<file path="src/rtl/ppamc_pkg.sv">
package ppamc_pkg;

  localparam int SLOT_COUNT  = 32;
  localparam int LIFETIME    = 64;
  localparam int MAX_RESULTS = 32;

  localparam int SLOT_W     = (SLOT_COUNT > 1) ? $clog2(SLOT_COUNT) : 1;
  localparam int EMIT_COUNT = (SLOT_COUNT < MAX_RESULTS) ? SLOT_COUNT : MAX_RESULTS;
  localparam int PHASE_DIV  = (LIFETIME / 4 == 0) ? 1 : LIFETIME / 4;

  localparam int AGE_W   = 9;
  localparam int POS_W   = 20;
  localparam int VEL_W   = 16;
  localparam int PIX_W   = 12;
  localparam int COLOR_W = 32;
  localparam int INDEX_W = 6;
  localparam int CFG_W   = 2;

  localparam logic [1:0] REQ_SPAWN = 2'd0;
  localparam logic [1:0] REQ_FRAME = 2'd1;
  localparam logic [1:0] REQ_CLEAR = 2'd2;

  localparam logic [1:0] KIND_SPAWN = 2'd0;
  localparam logic [1:0] KIND_PIXEL = 2'd1;
  localparam logic [1:0] KIND_CLEAR = 2'd2;

  localparam logic [CFG_W-1:0] CFG_COLOR_YOUNG = 2'd0;
  localparam logic [CFG_W-1:0] CFG_COLOR_MID   = 2'd1;
  localparam logic [CFG_W-1:0] CFG_COLOR_OLD   = 2'd2;
  localparam logic [CFG_W-1:0] CFG_COLOR_DYING = 2'd3;

  localparam logic [COLOR_W-1:0] COLOR_YOUNG_RST = 32'hEBFF00FF;
  localparam logic [COLOR_W-1:0] COLOR_MID_RST   = 32'hEBC600FF;
  localparam logic [COLOR_W-1:0] COLOR_OLD_RST   = 32'hD36B00FF;
  localparam logic [COLOR_W-1:0] COLOR_DYING_RST = 32'hBE1A00FF;

  typedef struct packed {
    logic [1:0]              req_type;
    logic signed [POS_W-1:0] spawn_x;
    logic signed [POS_W-1:0] spawn_y;
    logic signed [VEL_W-1:0] spawn_dx;
    logic signed [VEL_W-1:0] spawn_dy;
  } req_t;

  typedef struct packed {
    logic [1:0]              result_kind;
    logic [INDEX_W-1:0]      slot_index;
    logic                    flag;
    logic signed [PIX_W-1:0] pixel_x;
    logic signed [PIX_W-1:0] pixel_y;
    logic [COLOR_W-1:0]      pixel_color;
    logic                    last;
  } result_t;

  typedef struct packed {
    logic              spawn;
    logic              clear;
    logic              rd_en;
    logic [SLOT_W-1:0] rd_addr;
  } cmd_t;

  typedef struct packed {
    logic [AGE_W-1:0]        age;
    logic signed [POS_W-1:0] pos_x;
    logic signed [POS_W-1:0] pos_y;
    logic signed [VEL_W-1:0] vel_x;
    logic signed [VEL_W-1:0] vel_y;
  } slot_rec_t;

endpackage

</file>
<file path="src/rtl/ppamc_ctrl.sv">
module ppamc_ctrl (
  input  logic                clk,
  input  logic                rst,
  input  logic                start,
  input  logic [1:0]          req_type,
  output logic                busy,
  output ppamc_pkg::cmd_t     cmd
);
  import ppamc_pkg::*;

  localparam logic [1:0] ST_IDLE  = 2'd0;
  localparam logic [1:0] ST_WALK  = 2'd1;
  localparam logic [1:0] ST_DRAIN = 2'd2;

  localparam logic [SLOT_W-1:0] LAST_SLOT = SLOT_W'(SLOT_COUNT - 1);

  logic [1:0]        state;
  logic [1:0]        state_next;
  logic [SLOT_W-1:0] cnt;
  logic [SLOT_W-1:0] cnt_next;

  assign busy = (state != ST_IDLE);

  always_comb begin
    state_next  = state;
    cnt_next    = cnt;
    cmd.spawn   = 1'b0;
    cmd.clear   = 1'b0;
    cmd.rd_en   = 1'b0;
    cmd.rd_addr = cnt;
    case (state)
      ST_IDLE: begin
        if (start) begin
          case (req_type)
            REQ_SPAWN: cmd.spawn = 1'b1;
            REQ_CLEAR: cmd.clear = 1'b1;
            REQ_FRAME: begin
              state_next = ST_WALK;
              cnt_next   = '0;
            end
            default: ;
          endcase
        end
      end
      ST_WALK: begin
        cmd.rd_en = 1'b1;
        if (cnt == LAST_SLOT) begin
          state_next = ST_DRAIN;
        end else begin
          cnt_next = cnt + 1'b1;
        end
      end
      ST_DRAIN: begin
        state_next = ST_IDLE;
      end
      default: begin
        state_next = ST_IDLE;
      end
    endcase
  end

  always_ff @(posedge clk) begin
    if (rst) begin
      state <= ST_IDLE;
      cnt   <= '0;
    end else begin
      state <= state_next;
      cnt   <= cnt_next;
    end
  end

endmodule

</file>
<file path="src/rtl/ppamc_datapath.sv">
module ppamc_datapath (
  input  logic                         clk,
  input  logic                         rst,
  input  ppamc_pkg::cmd_t              cmd,
  input  ppamc_pkg::req_t              req,
  input  logic                         cfg_we,
  input  logic [ppamc_pkg::CFG_W-1:0]  cfg_addr,
  input  logic [ppamc_pkg::COLOR_W-1:0] cfg_data,
  output ppamc_pkg::result_t           result,
  output logic                         valid
);
  import ppamc_pkg::*;

  localparam logic [AGE_W-1:0] AGE_LIMIT = AGE_W'(LIFETIME);
  localparam logic [AGE_W-1:0] PHASE1    = AGE_W'(PHASE_DIV);
  localparam logic [AGE_W-1:0] PHASE2    = AGE_W'(2 * PHASE_DIV);
  localparam logic [AGE_W-1:0] PHASE3    = AGE_W'(3 * PHASE_DIV);

  slot_rec_t mem [SLOT_COUNT];
  slot_rec_t rd_data;

  logic [SLOT_COUNT-1:0] live;
  logic [COLOR_W-1:0]    color_young;
  logic [COLOR_W-1:0]    color_mid;
  logic [COLOR_W-1:0]    color_old;
  logic [COLOR_W-1:0]    color_dying;

  logic              s1_valid;
  logic [SLOT_W-1:0] s1_idx;

  logic              free_found;
  logic [SLOT_W-1:0] free_idx;

  logic                    live_cur;
  logic [AGE_W-1:0]        age_inc;
  logic                    expire;
  logic [POS_W:0]          sum_x;
  logic [POS_W:0]          sum_y;
  logic signed [POS_W-1:0] new_x;
  logic signed [POS_W-1:0] new_y;
  logic [COLOR_W-1:0]      phase_color;
  logic                    emit;

  logic              mem_we;
  logic [SLOT_W-1:0] mem_waddr;
  slot_rec_t         mem_wdata;

  always_comb begin
    free_found = 1'b0;
    free_idx   = '0;
    for (int i = SLOT_COUNT - 1; i >= 0; i--) begin
      if (!live[i]) begin
        free_found = 1'b1;
        free_idx   = SLOT_W'(i);
      end
    end
  end

  always_comb begin
    live_cur = live[s1_idx];
    age_inc  = rd_data.age + 1'b1;
    expire   = (age_inc > AGE_LIMIT);
    sum_x = {rd_data.pos_x[POS_W-1], rd_data.pos_x}
          + {{(POS_W-VEL_W+1){rd_data.vel_x[VEL_W-1]}}, rd_data.vel_x};
    sum_y = {rd_data.pos_y[POS_W-1], rd_data.pos_y}
          + {{(POS_W-VEL_W+1){rd_data.vel_y[VEL_W-1]}}, rd_data.vel_y};
    if (sum_x[POS_W] != sum_x[POS_W-1]) begin
      new_x = sum_x[POS_W] ? {1'b1, {(POS_W-1){1'b0}}} : {1'b0, {(POS_W-1){1'b1}}};
    end else begin
      new_x = sum_x[POS_W-1:0];
    end
    if (sum_y[POS_W] != sum_y[POS_W-1]) begin
      new_y = sum_y[POS_W] ? {1'b1, {(POS_W-1){1'b0}}} : {1'b0, {(POS_W-1){1'b1}}};
    end else begin
      new_y = sum_y[POS_W-1:0];
    end
    if (age_inc >= PHASE3) begin
      phase_color = color_dying;
    end else if (age_inc >= PHASE2) begin
      phase_color = color_old;
    end else if (age_inc >= PHASE1) begin
      phase_color = color_mid;
    end else begin
      phase_color = color_young;
    end
    emit = (int'(s1_idx) < EMIT_COUNT);
  end

  always_comb begin
    mem_we    = 1'b0;
    mem_waddr = free_idx;
    mem_wdata = '{age: '0, pos_x: req.spawn_x, pos_y: req.spawn_y,
                  vel_x: req.spawn_dx, vel_y: req.spawn_dy};
    if (cmd.spawn) begin
      mem_we = free_found;
    end else if (s1_valid && live_cur && !expire) begin
      mem_we    = 1'b1;
      mem_waddr = s1_idx;
      mem_wdata = '{age: age_inc, pos_x: new_x, pos_y: new_y,
                    vel_x: rd_data.vel_x, vel_y: rd_data.vel_y};
    end
  end

  always_ff @(posedge clk) begin
    if (mem_we) begin
      mem[mem_waddr] <= mem_wdata;
    end
    if (cmd.rd_en) begin
      rd_data <= mem[cmd.rd_addr];
    end
  end

  always_ff @(posedge clk) begin
    if (rst) begin
      live        <= '0;
      s1_valid    <= 1'b0;
      valid       <= 1'b0;
      color_young <= COLOR_YOUNG_RST;
      color_mid   <= COLOR_MID_RST;
      color_old   <= COLOR_OLD_RST;
      color_dying <= COLOR_DYING_RST;
    end else begin
      s1_valid <= cmd.rd_en;
      valid    <= 1'b0;
      if (cfg_we) begin
        case (cfg_addr)
          CFG_COLOR_YOUNG: color_young <= cfg_data;
          CFG_COLOR_MID:   color_mid   <= cfg_data;
          CFG_COLOR_OLD:   color_old   <= cfg_data;
          CFG_COLOR_DYING: color_dying <= cfg_data;
          default: ;
        endcase
      end
      if (cmd.spawn) begin
        valid <= 1'b1;
        if (free_found) begin
          live[free_idx] <= 1'b1;
        end
      end
      if (cmd.clear) begin
        valid <= 1'b1;
        live  <= '0;
      end
      if (s1_valid) begin
        valid <= emit;
        if (live_cur && expire) begin
          live[s1_idx] <= 1'b0;
        end
      end
    end
  end

  always_ff @(posedge clk) begin
    s1_idx <= cmd.rd_addr;
    if (cmd.spawn) begin
      result <= '{result_kind: KIND_SPAWN,
                  slot_index: free_found ? INDEX_W'(free_idx) : '0,
                  flag: free_found, pixel_x: '0, pixel_y: '0,
                  pixel_color: '0, last: 1'b1};
    end else if (cmd.clear) begin
      result <= '{result_kind: KIND_CLEAR, slot_index: '0, flag: 1'b0,
                  pixel_x: '0, pixel_y: '0, pixel_color: '0, last: 1'b1};
    end else if (s1_valid) begin
      result.result_kind <= KIND_PIXEL;
      result.slot_index  <= INDEX_W'(s1_idx);
      result.last        <= (int'(s1_idx) == EMIT_COUNT - 1);
      if (live_cur && !expire) begin
        result.flag        <= 1'b1;
        result.pixel_x     <= new_x[POS_W-1 -: PIX_W];
        result.pixel_y     <= new_y[POS_W-1 -: PIX_W];
        result.pixel_color <= phase_color;
      end else begin
        result.flag        <= 1'b0;
        result.pixel_x     <= '0;
        result.pixel_y     <= '0;
        result.pixel_color <= '0;
      end
    end
  end

endmodule

</file>
<file path="src/rtl/particle_pool_age_move_color.sv">
// Particle pool: spawns, ages, moves and colors a fixed set of particle slots.
// Command channel: a request in req is taken on a clock edge with start high
// and busy low. Spawn places the particle in the lowest free slot, clear frees
// all slots, frame walks every slot; request type 3 is dropped silently.
// Result channel: each result sits on result for one cycle with valid high;
// the receiver must take it then, there is no backpressure.
// Spawn and clear answer in the cycle after the transfer, and busy
// stays low, so a new command can follow at once.
// Frame: one slot per cycle through the slot memory read port; busy is high
// through the walk state and the drain state, each slot read is registered and
// its pixel is then registered onto result, with last set on the final pixel.
// Configuration: cfg_we writes cfg_data into color register cfg_addr at once;
// write only while the block is idle.
// Reset: all slots free, colors back to their defaults, no result pending.
module particle_pool_age_move_color (
  input  logic                          clk,
  input  logic                          rst,
  input  logic                          start,
  output logic                          busy,
  input  ppamc_pkg::req_t               req,
  input  logic                          cfg_we,
  input  logic [ppamc_pkg::CFG_W-1:0]   cfg_addr,
  input  logic [ppamc_pkg::COLOR_W-1:0] cfg_data,
  output ppamc_pkg::result_t            result,
  output logic                          valid
);
  import ppamc_pkg::*;

  cmd_t cmd;

  ppamc_ctrl u_ctrl (
    .clk      (clk),
    .rst      (rst),
    .start    (start),
    .req_type (req.req_type),
    .busy     (busy),
    .cmd      (cmd)
  );

  ppamc_datapath u_datapath (
    .clk      (clk),
    .rst      (rst),
    .cmd      (cmd),
    .req      (req),
    .cfg_we   (cfg_we),
    .cfg_addr (cfg_addr),
    .cfg_data (cfg_data),
    .result   (result),
    .valid    (valid)
  );

endmodule

</file>
<file path="config.mk">
export PLATFORM = sky130hd
export DESIGN_NAME = particle_pool_age_move_color
export DESIGN_NICKNAME = d
export VERILOG_FILES = /design/src/rtl/ppamc_pkg.sv /design/src/rtl/ppamc_ctrl.sv /design/src/rtl/ppamc_datapath.sv /design/src/rtl/particle_pool_age_move_color.sv
export SDC_FILE = /design/constraint.sdc
export NUM_CORES = 2
export LEC_CHECK = 0
export BUFFER_PORTS_ARGS = -buffer_cell sky130_fd_sc_hd__buf_2
export CAP_MARGIN = 30
export CORE_MARGIN = 2
export CORE_UTILIZATION = 51
export DETAILED_ROUTE_END_ITERATION = 8
export PLACE_DENSITY = 0.66
export SKIP_LAST_GASP = 1
export SYNTH_ARGS = -nofsm -noshare
export SYNTH_HDL_FRONTEND = slang
export SYNTH_SLANG_ARGS = --single-unit
</file>
<file path="constraint.sdc">
create_clock -name clk -period 10.85 [get_ports clk]
set_input_delay 2.17 -clock clk [delete_from_list [all_inputs] [get_ports clk]]
set_output_delay 2.17 -clock clk [all_outputs]
set_load 0.1 [all_outputs]
</file>
# ---- Yosys cells after proc, flatten, opt, wreduce, memory -nomap -nowiden
# Memory sizes are Yosys's and may differ from the RTL's. A register that Yosys moved wholly into a read port is not among the register bits.
# Cells that the tools add are included.
dict set report totals {
  inputBits 112
  memories 1
  latchBits 0
  ram_bits 2592
  register_bits 240
  rom_bits 0
  out_inout_bits 68
}
dict set report classes {
  n_lt_le_gt_ge 8
  n_bitwise 3
  multipliers 0
  n_reduce_logical 21
  eq_ne 14
  shifts 0
  n_mux 112
  add_sub_neg 4
  div_mod_pow 0
}
# name depth width read_ports rd_ports_with_merged_regs wr line_no
set mem_list {}
lappend mem_list {u_datapath.mem 32 81 1 1 1 ppamc_datapath.sv:19} ;# slot_rec_t mem [SLOT_COUNT];
# cell n
set ops {}
lappend ops {{$mux 32} 9}
lappend ops {{$mux 5} 38}
lappend ops {{$mux 81} 2}
lappend ops {{$mux 66} 2}
lappend ops {{$mux 20} 4}
lappend ops {{$mux 64} 1}
lappend ops {{$mux 57} 1}
lappend ops {{$mux 1} 45}
lappend ops {{$add 20x16->21} 2}
lappend ops {{$and 32x32->32} 1}
lappend ops {{$not 32->32} 1}
lappend ops {{$or 32x32->32} 1}
lappend ops {{$ge 9x6->1 const B} 2}
lappend ops {{$lt 5x6->1 const B} 2}
lappend ops {{$demux 1 s5} 2}
lappend ops {{$ge 5x1->1 const B} 2}
lappend ops {{$mux 2} 5}
lappend ops {{$pmux 5 s2} 1}
lappend ops {{$add 9x1->9 const B} 1}
lappend ops {{$ge 9x5->1 const B} 1}
lappend ops {{$gt 9x7->1 const B} 1}
lappend ops {{$reduce_and 2->1} 4}
lappend ops {{$eq 2x1->1 const B} 3}
lappend ops {{$eq 2x2->1 const B} 3}
lappend ops {{16 further kinds} 28}

# ---- Longest topological paths before layout
dict set report logic_depth {
  ltp_word 44
  mapped_depth 18
  depth_no_buf 16
}

# ---- Hierarchy
# From an unflattened synthesis, not the netlist that was laid out.
dict set report hier_totals {
  cells_unflattened 5513
  area_unflattened_um2 113619.0
}
# mod seq_area_each_um2 area_each_um2 cells_per_inst n_inst
set modules_own_cells {}
lappend modules_own_cells {ppamc_datapath 84971.5 113244.9 5470 1}
lappend modules_own_cells {ppamc_ctrl 140.1 374.1 43 1}

# ---- Worst setup path before layout
# Ideal clock, no wire load.
dict set report synth_timing {
  kind {input to register}
  start {in req[72] (netlist bit)}
  end {mem u_datapath.mem[11][0] (netlist bit), enable pin}
  arrival_time_ns 9.323
  setup_ns 0.620
  path_buffers 1
  slack_ns 0.907
  required_ns 10.230
  path_stages 7
  path_cell_list {or4b_1 clkbuf_1 or2_2 and3_4 nand3_4 mux2_2 nor3_1}
}
dict set report synth_between {
  elab_chain_len 7
  elab_cells_between_ends 8
  cone_classes {mux: 7; reduce/logical: 1}
}
# item line_no
set synth_lines {}
lappend synth_lines {{start: declaration} particle_pool_age_move_color.sv:20} ;# input ppamc_pkg::req_t req,
lappend synth_lines {{$logic_not 2->1 (*)} ppamc_ctrl.sv:34} ;# case (req_type)
lappend synth_lines {{$mux 1 (*)} ppamc_ctrl.sv:34}
lappend synth_lines {{$mux 2 (*)} ppamc_ctrl.sv:33} ;# if (start) begin
lappend synth_lines {{$mux 2 (*)} ppamc_ctrl.sv:31} ;# case (state)
lappend synth_lines {{$mux 1} ppamc_datapath.sv:94} ;# if (cmd.spawn) begin
lappend synth_lines {{$mux 1} ppamc_datapath.sv:105} ;# if (mem_we) begin
lappend synth_lines {{$mux 1 (implied by the code)} ppamc_datapath.sv:106} ;# mem[mem_waddr] <= mem_wdata;
lappend synth_lines {{end: declaration} ppamc_datapath.sv:19}
# Mark *: on every way between the ends. The rest lies on a longest branch, timed or not.

==> results.cfg <==
[outcome]
status = finished clean

[yosys]
netlist_area_um2 = 113800
async_flop_share_pct = 0
synth-main-ff-cell = edfxtp_1
synthCells = 5563
synth_edf_count = 2679
ys_warn_count = 0
ys_top_cells_by_area = edfxtp_1 (71%), mux4_2 (16%), dfxtp_1 (4.1%), nand2_1 (1.5%), mux2_2 (1.2%)
syn_area_per_cell_um2 = 20.46
synth_top_area_share_pct = 70.69
yosysTopAreaCell = edfxtp_1
ys_seq_area_share_pct = 74.79
synth_seq_cells = 2912
ys_types = 80

[global_route]
grt_pass1_vias = 57020
track_usage_pct = 25.28
gr-total-overflow = 0
grt_pass1_wl_mm = 414.4
grt_antenna_before_repair = 14
grt_max_degree = 119

[clocking]
cts_max_level = 5
cts_tree = yes
ctsResizeCount = 0
clkSlewWorstSetupHoldPaths_ps = 60
clk_latency_ps = 950
cts.path.max_buffers = 4
cts_hold_buf = 0
cts_buffers = 311
root_buffer = clkbuf_16
clock_sinks = 2912
cts_setup_buffers = 0

[place]
globalplace.congestion = 0.9230
dpl-instance-area_um2 = 119400
place_inst = 8642
hpwl_mm = 161.1
io_buffers = 178

[detailed_routing]
initialDrtViolationCount = 7457
route.antenna.remaining_nets = 0
avgRoutedWirePerCell_um = 31.44
drt-total-wl_mm = 288.7
firstDrtPassIters = 5
drc_errors = 0
viasPerCell = 6.309
via_count = 57950

[sta]
finClkSkew_ps = 106.0
clock.fmax_mhz = 161.6
fin_crit_ps = 6190
setup_viol = 0
maxSlewViolCount = 0
fin_crit_sh_pct = 57.05
slew_headroom_pct = 27.92
holdWs_ps = 442.7
tightestPinTransition_ps = 1080
fin_tns_setup_ps = 0
grt_setup_unrepaired = no
final_hold_viol_count = 0

[pwr]
switchingPower_mw = 4.759
ir_worst_vdd_mv = 0.1556
swShare_pct = 20.54
combPwrFrac_pct = 3.9
leakage_nw = 40.73
p_int_mw = 18.41
power_density_nw_per_um2 = 179.3
seq_power_share_pct = 53.1
power.share.clock_pct = 43.0

[worst_setup_path]
worstReg2RegStart = u_datapath.rd_data[1]$_DFFE_PP_
crit_fanout = 17
r2r_slack_ps = 4660
worstSetupStartpointType = flip-flop
cp.arrival_ps = 6840
reg2reg_to = u_datapath.mem[0][40]$_DFFE_PP_
crit_type = flip-flop to flip-flop
worstSetupEndpointType = flip-flop
rr_worst_depth = 17
required_ps = 11500

[floorplan]
core_area_um2 = 222100
die_w_um = 476.4
start_util_pct = 51.25
die_y_um = 476.4
io_pins = 180
num_rows = 173
dieArea_um2 = 226900

[cells_and_area]
final_common_cell = edfxtp_1
layout.cells.non_filler = 9185
drive_above_1_share_pct = 28.86
area_growth_pct = 13.50
final_nets = 6158
final_util_pct = 58.16
final_area_um2 = 129200
mostFrequentLayoutCells = edfxtp_1 (2679), mux4_2 (815), nand2_1 (458)

[worst_hold_path]
hp-start = u_datapath.result[24]$_SDFFE_PP0P_
hold_class = flip-flop to flip-flop
min_to = u_datapath.result[24]$_SDFFE_PP0P_
whs_path_depth = 2

[flow_run]
maxCapViolCount = 0
[per-layer routing]
| layer | part of all wire, % | track usage [%] | vias up |
|---|---|---|---|
| li1 | - | - | 23720 |
| met3 | 8.6 | 4.354 | 483 |
| met1 | 41 | 36.79 | 30890 |
| met4 | 3.2 | 8.226 | 8 |
| met5 | 0.018 | 0 | - |
| met2 | 48 | 39.33 | 2846 |
[power groups by stage]
stage,Sequential [mW],Clock [mW],Combinational [mW]
finish,12.3,9.96,0.893
global placement,12.5,0,0.865
floorplan,12.6,0,0.550
global route,12.3,10.5,0.956
CTS,12.3,10.1,0.887
detailed placement,12.5,0,0.885
[how the worst max path moves through the flow]
stage | slack (ps) | to | from | cells after the start
floorplan | 910 | u_datapath.mem[11][0]$_DFFE_PP_ | req[72] | 7
global placement | 4020 | u_datapath.mem[2][20]$_DFFE_PP_ | req[72] | 9
detailed placement | 4080 | u_datapath.mem[15][18]$_DFFE_PP_ | req[72] | 11
CTS | 4690 | u_datapath.mem[18][47]$_DFFE_PP_ | u_datapath.rd_data[3]$_DFFE_PP_ | 16
global route | 4200 | u_datapath.mem[0][40]$_DFFE_PP_ | u_datapath.rd_data[2]$_DFFE_PP_ | 17
finish | 4660 | u_datapath.mem[0][40]$_DFFE_PP_ | u_datapath.rd_data[1]$_DFFE_PP_ | 17
[flip-flops by register name, summed over array words and instances, names as in the netlist, 5 cells and up]
signal	cells
u_datapath.mem	2592
u_datapath.rd_data	81
u_datapath.result	65
u_datapath.color_dying	32
u_datapath.color_mid	32
u_datapath.color_old	32
u_datapath.color_young	32
u_datapath.live	32
u_ctrl.cnt	5
u_datapath.s1_idx	5
[worst max-delay path: stages (launching register included)]
cell and delay (ps):
edfxtp_1 400, ha_1 320, a211oi_1 320, o21ai_0 210
a21oi_1 360, a211oi_1 220, nor3_1 310, o31ai_1 120
a21oi_1 260, xnor2_1 100, ha_1 670, clkinv_1 440
or4b_2 690, a211oi_1 390, nor2_1 190, nand2_1 360
o21ai_2 300, buf_6 260
[logic make-up after synthesis]
kind of cell,after synthesis,synth area share [%]
mux,941,17.37
xor+xnor,37,0.2847
simple gates,848,3.475
compound gates,453,2.438
flops,2912,74.79
fa+ha+maj,50,0.5629
other cells,1,0.003295
buf+inv,321,1.083
[cell type report]
cell class | count | area (um2)
Sequential cell | 2912 | 85130
Inverter | 26 | 102.6
Clock inverter | 139 | 1190
Tap cell | 2975 | 3722
Clock buffer | 384 | 8254
Multi-Input combinational cell | 2394 | 28070
Timing Repair Buffer | 351 | 2694
Fill cell | 16030 | 92910
Antenna cell | 4 | 10.01
[cell usage after synthesis, types with 5 or more instances]
cell type  number
nor3_1         25
and4_1          8
xnor2_1        22
a31oi_1        46
edfxtp_1     2679
and3_1         15
nand2_1       458
and2_1          9
mux2_2        119
nor3b_2         5
o21bai_1        7
nand4_1         8
mux4_2        815
o21a_1         12
nand3_1        15
mux2i_1         7
o21ai_0       116
nor2b_1        12
a211oi_1       33
a21oi_1       132
dfxtp_1       233
a22o_1         10
clkbuf_1      246
or2_2           6
nand2b_1       20
buf_1          36
a21o_1         18
buf_2          10
xor2_1         15
o22ai_1        32
nor3b_1         8
nor2_1        149
nand3b_1       83
or3_1           7
a311oi_1        9
ha_1           48
inv_1          23
[metrics by stage]
stage / total power, mW / setup WS [ps]
global placement: 13.41 / 4023
detailed placement: 13.43 / 4081
global route: 23.80 / 4203
CTS: 23.31 / 4695
finish: 23.17 / 4660
floorplan: 13.11 / 906.8
Note: power is estimated with default switching activity, not from simulation.
